## src/hw/rtl/bps_pkg.sv

```systemverilog
package bps_pkg;

  localparam int FRAC_BITS     = 14;
  localparam int MAX_SHININESS = 128;
  localparam int NORM_EXTRA    = 8;

  localparam int DIR_W   = 16;
  localparam int COL_W   = 16;
  localparam int SHIN_W  = 8;
  localparam int EXP_W   = $clog2(MAX_SHININESS + 1);
  localparam int VAL_W   = FRAC_BITS + 5;
  localparam int PROD_W  = 2 * VAL_W;
  localparam int VEC_W   = DIR_W + 2;
  localparam int MAG_W   = VEC_W - 1;
  localparam int DOT_W   = 2 * VEC_W + 2;
  localparam int SQ_W    = 2 * MAG_W + 2;
  localparam int RAD_SHIFT  = 16;
  localparam int RAD_W      = SQ_W + RAD_SHIFT;
  localparam int SQRT_STEPS = RAD_W / 2;
  localparam int ROOT_W     = SQRT_STEPS;
  localparam int QUO_W      = FRAC_BITS + 2;
  localparam int NUM_W      = MAG_W + FRAC_BITS + NORM_EXTRA;
  localparam int CMP_W      = ROOT_W + QUO_W;
  localparam int ACC_W      = 2 * COL_W + VAL_W + 1;

  localparam int NORM_LAT = 2 + SQRT_STEPS + 1 + QUO_W;
  localparam int PIPE_LAT = 3 + NORM_LAT + 1 + NORM_LAT + 2 + MAX_SHININESS + 2;

  localparam logic [VAL_W-1:0] VALUE_CAP = VAL_W'(1) << (FRAC_BITS + 4);
  localparam logic [VAL_W-1:0] VALUE_ONE = VAL_W'(1) << FRAC_BITS;
  localparam logic [COL_W-1:0] OUT_MAX   = '1;

  localparam int ADDR_W    = 5;
  localparam int REG_IDX_W = 3;
  localparam logic [REG_IDX_W-1:0] REG_DIFF_R = 3'd0;
  localparam logic [REG_IDX_W-1:0] REG_DIFF_G = 3'd1;
  localparam logic [REG_IDX_W-1:0] REG_DIFF_B = 3'd2;
  localparam logic [REG_IDX_W-1:0] REG_SPEC_R = 3'd3;
  localparam logic [REG_IDX_W-1:0] REG_SPEC_G = 3'd4;
  localparam logic [REG_IDX_W-1:0] REG_SPEC_B = 3'd5;
  localparam logic [REG_IDX_W-1:0] REG_SHIN   = 3'd6;
  localparam logic [REG_IDX_W-1:0] REG_FLIP   = 3'd7;

  typedef logic signed [DIR_W-1:0] dir_t;
  typedef logic [COL_W-1:0]        col_t;
  typedef logic signed [VEC_W-1:0] vec_t;
  typedef logic [VAL_W-1:0]        val_t;

  typedef struct packed {
    dir_t normal_x;
    dir_t normal_y;
    dir_t normal_z;
    dir_t ray_dir_x;
    dir_t ray_dir_y;
    dir_t ray_dir_z;
    dir_t light_dir_x;
    dir_t light_dir_y;
    dir_t light_dir_z;
    col_t light_red;
    col_t light_green;
    col_t light_blue;
  } in_t;

  typedef struct packed {
    col_t out_red;
    col_t out_green;
    col_t out_blue;
  } out_t;

  typedef struct packed {
    vec_t [2:0] n;
    vec_t [2:0] l;
    col_t [2:0] col;
  } side_t;

  typedef struct packed {
    val_t       ndl;
    col_t [2:0] col;
  } pside_t;

  function automatic val_t clamp_dot(input logic signed [DOT_W-1:0] d);
    logic [DOT_W-1:0] u;
    val_t res;
    u = ($unsigned(d) + (DOT_W'(1) << (FRAC_BITS - 1))) >> FRAC_BITS;
    if (d <= 0) begin
      res = '0;
    end else if (u > DOT_W'(VALUE_CAP)) begin
      res = VALUE_CAP;
    end else begin
      res = u[VAL_W-1:0];
    end
    return res;
  endfunction

  function automatic val_t pow_step(input val_t p, input val_t x);
    logic [PROD_W-1:0] t;
    val_t res;
    t = (PROD_W'(p) * PROD_W'(x) + (PROD_W'(1) << (FRAC_BITS - 1))) >> FRAC_BITS;
    if (t > PROD_W'(VALUE_CAP)) begin
      res = VALUE_CAP;
    end else begin
      res = t[VAL_W-1:0];
    end
    return res;
  endfunction

endpackage

```

## src/hw/rtl/bps_chan.sv

```systemverilog
module bps_chan (
  input  logic                       clk,
  input  logic                       en,
  input  logic [bps_pkg::COL_W-1:0]  diff,
  input  logic [bps_pkg::COL_W-1:0]  spec,
  input  logic [bps_pkg::COL_W-1:0]  light,
  input  logic [bps_pkg::VAL_W-1:0]  ndl,
  input  logic [bps_pkg::VAL_W-1:0]  pw,
  output logic [bps_pkg::COL_W-1:0]  res
);
  import bps_pkg::*;

  logic [2*COL_W-1:0]       dc_r;
  logic [2*COL_W-1:0]       sc_r;
  val_t                     ndl_r;
  val_t                     pw_r;
  logic [2*COL_W+VAL_W-1:0] a_r;
  logic [2*COL_W+VAL_W-1:0] b_r;
  logic [ACC_W-1:0]         acc;

  always_ff @(posedge clk) begin
    if (en) begin
      dc_r  <= (2*COL_W)'(diff) * (2*COL_W)'(light);
      sc_r  <= (2*COL_W)'(spec) * (2*COL_W)'(light);
      ndl_r <= ndl;
      pw_r  <= pw;
      a_r   <= (2*COL_W+VAL_W)'(dc_r) * (2*COL_W+VAL_W)'(ndl_r);
      b_r   <= (2*COL_W+VAL_W)'(sc_r) * (2*COL_W+VAL_W)'(pw_r);
    end
  end

  assign acc = (ACC_W'(a_r) + ACC_W'(b_r) + (ACC_W'(1) << (2*FRAC_BITS - 1))) >>
               (2*FRAC_BITS);
  assign res = (acc > ACC_W'(OUT_MAX)) ? OUT_MAX : acc[COL_W-1:0];

endmodule

```

## config.mk

```make
export PLATFORM = sky130hd
export DESIGN_NAME = bps_chan
export DESIGN_NICKNAME = d
export VERILOG_FILES = /design/src/hw/rtl/bps_pkg.sv /design/src/hw/rtl/bps_chan.sv
export SDC_FILE = /design/constraint.sdc
export NUM_CORES = 2
export LEC_CHECK = 0
export BUFFER_PORTS_ARGS = -buffer_cell sky130_fd_sc_hd__clkbuf_2
export CORE_ASPECT_RATIO = 0.8
export CORE_MARGIN = 2
export CORE_UTILIZATION = 60
export DETAILED_ROUTE_END_ITERATION = 16
export PLACE_DENSITY = 0.74
export SLEW_MARGIN = 25
export SYNTH_ARGS = -nofsm -noshare
export SYNTH_HDL_FRONTEND = slang
export SYNTH_SLANG_ARGS = --single-unit
export TNS_END_PERCENT = 100
```

## constraint.sdc

```tcl
create_clock -name clk -period 18.1 [get_ports clk]
set_input_delay 1.81 -clock clk [delete_from_list [all_inputs] [get_ports clk]]
set_output_delay 1.81 -clock clk [all_outputs]
set_load 0.02 [all_outputs]
```

==> key figures <==
Status
  • Status: finished clean

Drt
  • Avg WL per Cell: 19.63 microns
  • DRC Markers: 0
  • First-pass detailed-route iteration total: 7
  • Via count: 48970
  • Initial DRC count: 3814
  • Total routed wirelength: 169400 microns
  • Antenna Violating Nets Remaining: 0
  • Via/cell ratio: 5.671

GRT
  • Initial antenna violation count: 4
  • GRT Util Overall: 31.35%
  • Vias in the first global route: 52100
  • Largest net degree at the start of global routing: 76
  • GRT overflow: 0
  • First-pass GRT wire length: 276400 microns

Timing
  • Max Clock Skew: 0.03645 ns
  • Tightest Pin Transition: 1.086 ns
  • Tmin final: 8.002 ns
  • Final Hold Viols: 0
  • Final period util: 44.21%
  • Fmax achieved: 125.0 MHz
  • Rel. slew slack: 26.44%
  • Final setup fails: 0
  • Max Slew Vio Count: 0
  • Setup TNS: 0 ns
  • Unrepaired setup endpoints after global routing: false

Critical path
  • Critical path capture point type: register
  • Slowest stage delay, CP: 0.81 ns
  • R2r setup slk: 10.10 ns
  • CP required: 18.49 ns
  • Reg-to-Reg Start: sc_r[9]
  • Crit path cell chain: and2_1, fa_1, fa_1, inv_1, fa_1, inv_1, fa_1, fa_1, inv_1, fa_1, inv_1, ha_1, a211oi_1, o21ai_0, a221o_1, a2bb2oi_1, o221ai_1, a41o_1, o21bai_1, nor3_1, nor3_1
  • Worst EP arrival: 8.39 ns
  • Setup crit start kind: register
  • Worst-path maximum fanout: 19
  • Buf+Inv Stages, Crit Path: 4
  • Worst path most repeated cell: fa_1
  • Slowest-stage cell, CP: edfxtp_1
  • CP top delay family: adder cells
  • Kind of critical path: register to register
  • Worst setup path startpoint: sc_r[9]

Clock network
  • CTS Hold Bufs: 0
  • Htree depth: 1
  • Max clock buf depth: 3
  • Clk pin slew, worst setup/hold paths: 0.06 ns
  • CTS tree: built
  • Setup Fix Bufs, Post-CTS: 0
  • CTS root buf: clkbuf_16
  • Clock sinks: 204
  • Clk_lat worst skew: 0.62 ns
  • Inserted Clock Buffers: 29
  • CTS resizes: 0

Layout
  • Share of post-route cells with drive strength above 1: 3.791%
  • Area growth, synth to finish: 4.352%
  • Final #Nets: 9253
  • Fillcell total: 9064

Floorplanning
  • Initial Util: 60.47%
  • Ports: 104
  • Die X-Extent: 373.7 microns
  • # rows: 108
  • Core Area: 108500 sq um
  • Die span in y: 299.8 microns
  • Die Area: 112000 sq um

Placed design
  • Post-DP HPWL: 130100 microns
  • Port bufs: 103
  • GPL Wtd Cong: 0.9626

Yosys
  • Warnings, synthesis: 0
  • Post-synthesis register bit count: 204
  • Asr flop ratio synth: 0%
  • Most used DFF post-synth: edfxtp_1
  • Register area share after synthesis: 9.337%
  • Post-synth EDFFs: 204
  • Synthesized Nets: 9343
  • Syn avg cell area: 9.025 sq um
  • Synth unique cells: 84
  • Post-Syn Instances: 7270
  • Synthesized area: 65610 sq um

Min path
  • Min-Delay Path Class: register to register
  • Hold Crit Start: sc_r[0]

Run
  • MaxCap Viol Count: 0
[cells by family (layout without fill, tap and decap cells)]
logic type,Yosys count,count (layout),share of synthesized area (%)
and+or+nand+nor,2211,2211,16.55
buffers and inverters,2113,2044,12.11
adders and majority gates,1985,1985,53.94
AOI/OAI and AO/OA,599,599,5.938
DFF,204,204,9.337
xor gates and xnor gates,149,149,1.989
muxes,9,9,0.1430
other,0,3,0
[metal layers]
| layer | vias up | wire [microns] | global-route usage [%] |
|---|---|---|---|
| li1 | 21500 | - | - |
| met1 | 24610 | 69990 | 44.36 |
| met2 | 2450 | 75700 | 48.86 |
| met3 | 398 | 18190 | 6.550 |
| met4 | 2 | 5548 | 10.02 |
| met5 | - | 13 | 0 |
[flip-flops by register name, indices dropped and copies added, names as in the netlist]
signal and cells:
b_r 51, ndl_r 19, pw_r 19, a_r 51, dc_r 32, sc_r 32
[worst min-delay path, stage by stage, from the launching register on]
cell	delay, ns
edfxtp_1	0.32
buf_4	0.27
and2_1	0.17
[cells in the mapped netlist (7+ instances only)]
master | n | area [sq um]
nor3b_1 | 7 | 52.55
inv_1 | 1803 | 6768
edfxtp_1 | 204 | 6126
o211ai_1 | 20 | 150.1
o31ai_1 | 9 | 67.56
nand2b_1 | 17 | 106.4
clkbuf_1 | 303 | 1137
nor2_1 | 117 | 439.2
a31oi_1 | 18 | 112.6
nor2b_1 | 14 | 87.58
nand4_1 | 52 | 325.3
nor3_1 | 39 | 195.2
o21a_1 | 16 | 120.1
xor2_1 | 50 | 437.9
nand3_1 | 42 | 210.2
xnor2_1 | 99 | 867.1
o21bai_1 | 41 | 307.8
and2_1 | 785 | 4911
o21ai_0 | 103 | 515.5
a21o_1 | 73 | 548.0
or3_1 | 9 | 56.30
and3_1 | 22 | 137.6
nand2_1 | 1072 | 4024
a211oi_1 | 28 | 210.2
a21oi_1 | 198 | 991.0
o2111ai_1 | 7 | 61.31
fa_1 | 1406 | 28150
ha_1 | 579 | 7244
[stage by stage]
step / instance area (sq um) / instances / setup slack (ns) / hold WS, ns / utilization (%)
3_3_place_gp: 67340 / 8572 / 9.698 / 0.8509 / 62.06
6_report: 68470 / 8634 / 10.10 / 0.8613 / 63.10
4_1_cts: 68430 / 8629 / 10.25 / 0.8555 / 63.06
3_5_place_dp: 67440 / 8577 / 9.602 / 0.8413 / 62.15
5_1_grt: 68460 / 8632 / 9.850 / 0.9175 / 63.09
2_1_floorplan: 65610 / 7270 / 10.41 / 0.5824 / -
[path summary, 6_finish.rpt]
| kind | end | cells after the start |
|---|---|---|
| max | b_r[50] | 21 |
| min | b_r[0] | 2 |
| min reg2reg | b_r[0] | 2 |
| max reg2reg | b_r[50] | 21 |
[placed cells by master (no fill, tap or decap), types with 17 or more instances in the layout]
master and n:
buf_4 79, nand3_1 42, clkbuf_2 102, nor2_1 117, a21o_1 73, xnor2_1 99
nand2_1 1072, nand2b_1 17, edfxtp_1 204, and3_1 22, clkbuf_16 29, a21oi_1 198
o21bai_1 41, and2_1 785, a211oi_1 28, fa_1 1406, o21ai_0 103, ha_1 579
a31oi_1 18, xor2_1 50, nor3_1 39, o211ai_1 20, nand4_1 52, inv_1 1803
[cell type report]
cell class              instances  area [sq um]  area share (%)
inverters                    1803          6768           9.885
multi-input cells            4953         51540           75.28
clock inverters                19         244.0          0.3564
repair buffers                189          1249           1.824
diodes                          3         7.507         0.01096
flip-flops and latches        204          6126           8.947
well taps                    1430          1789           2.613
clock buffers                  33         740.7           1.082
Power is not shown: default switching activity piles up to over one toggle a cycle in this logic, so the estimate is an artifact.
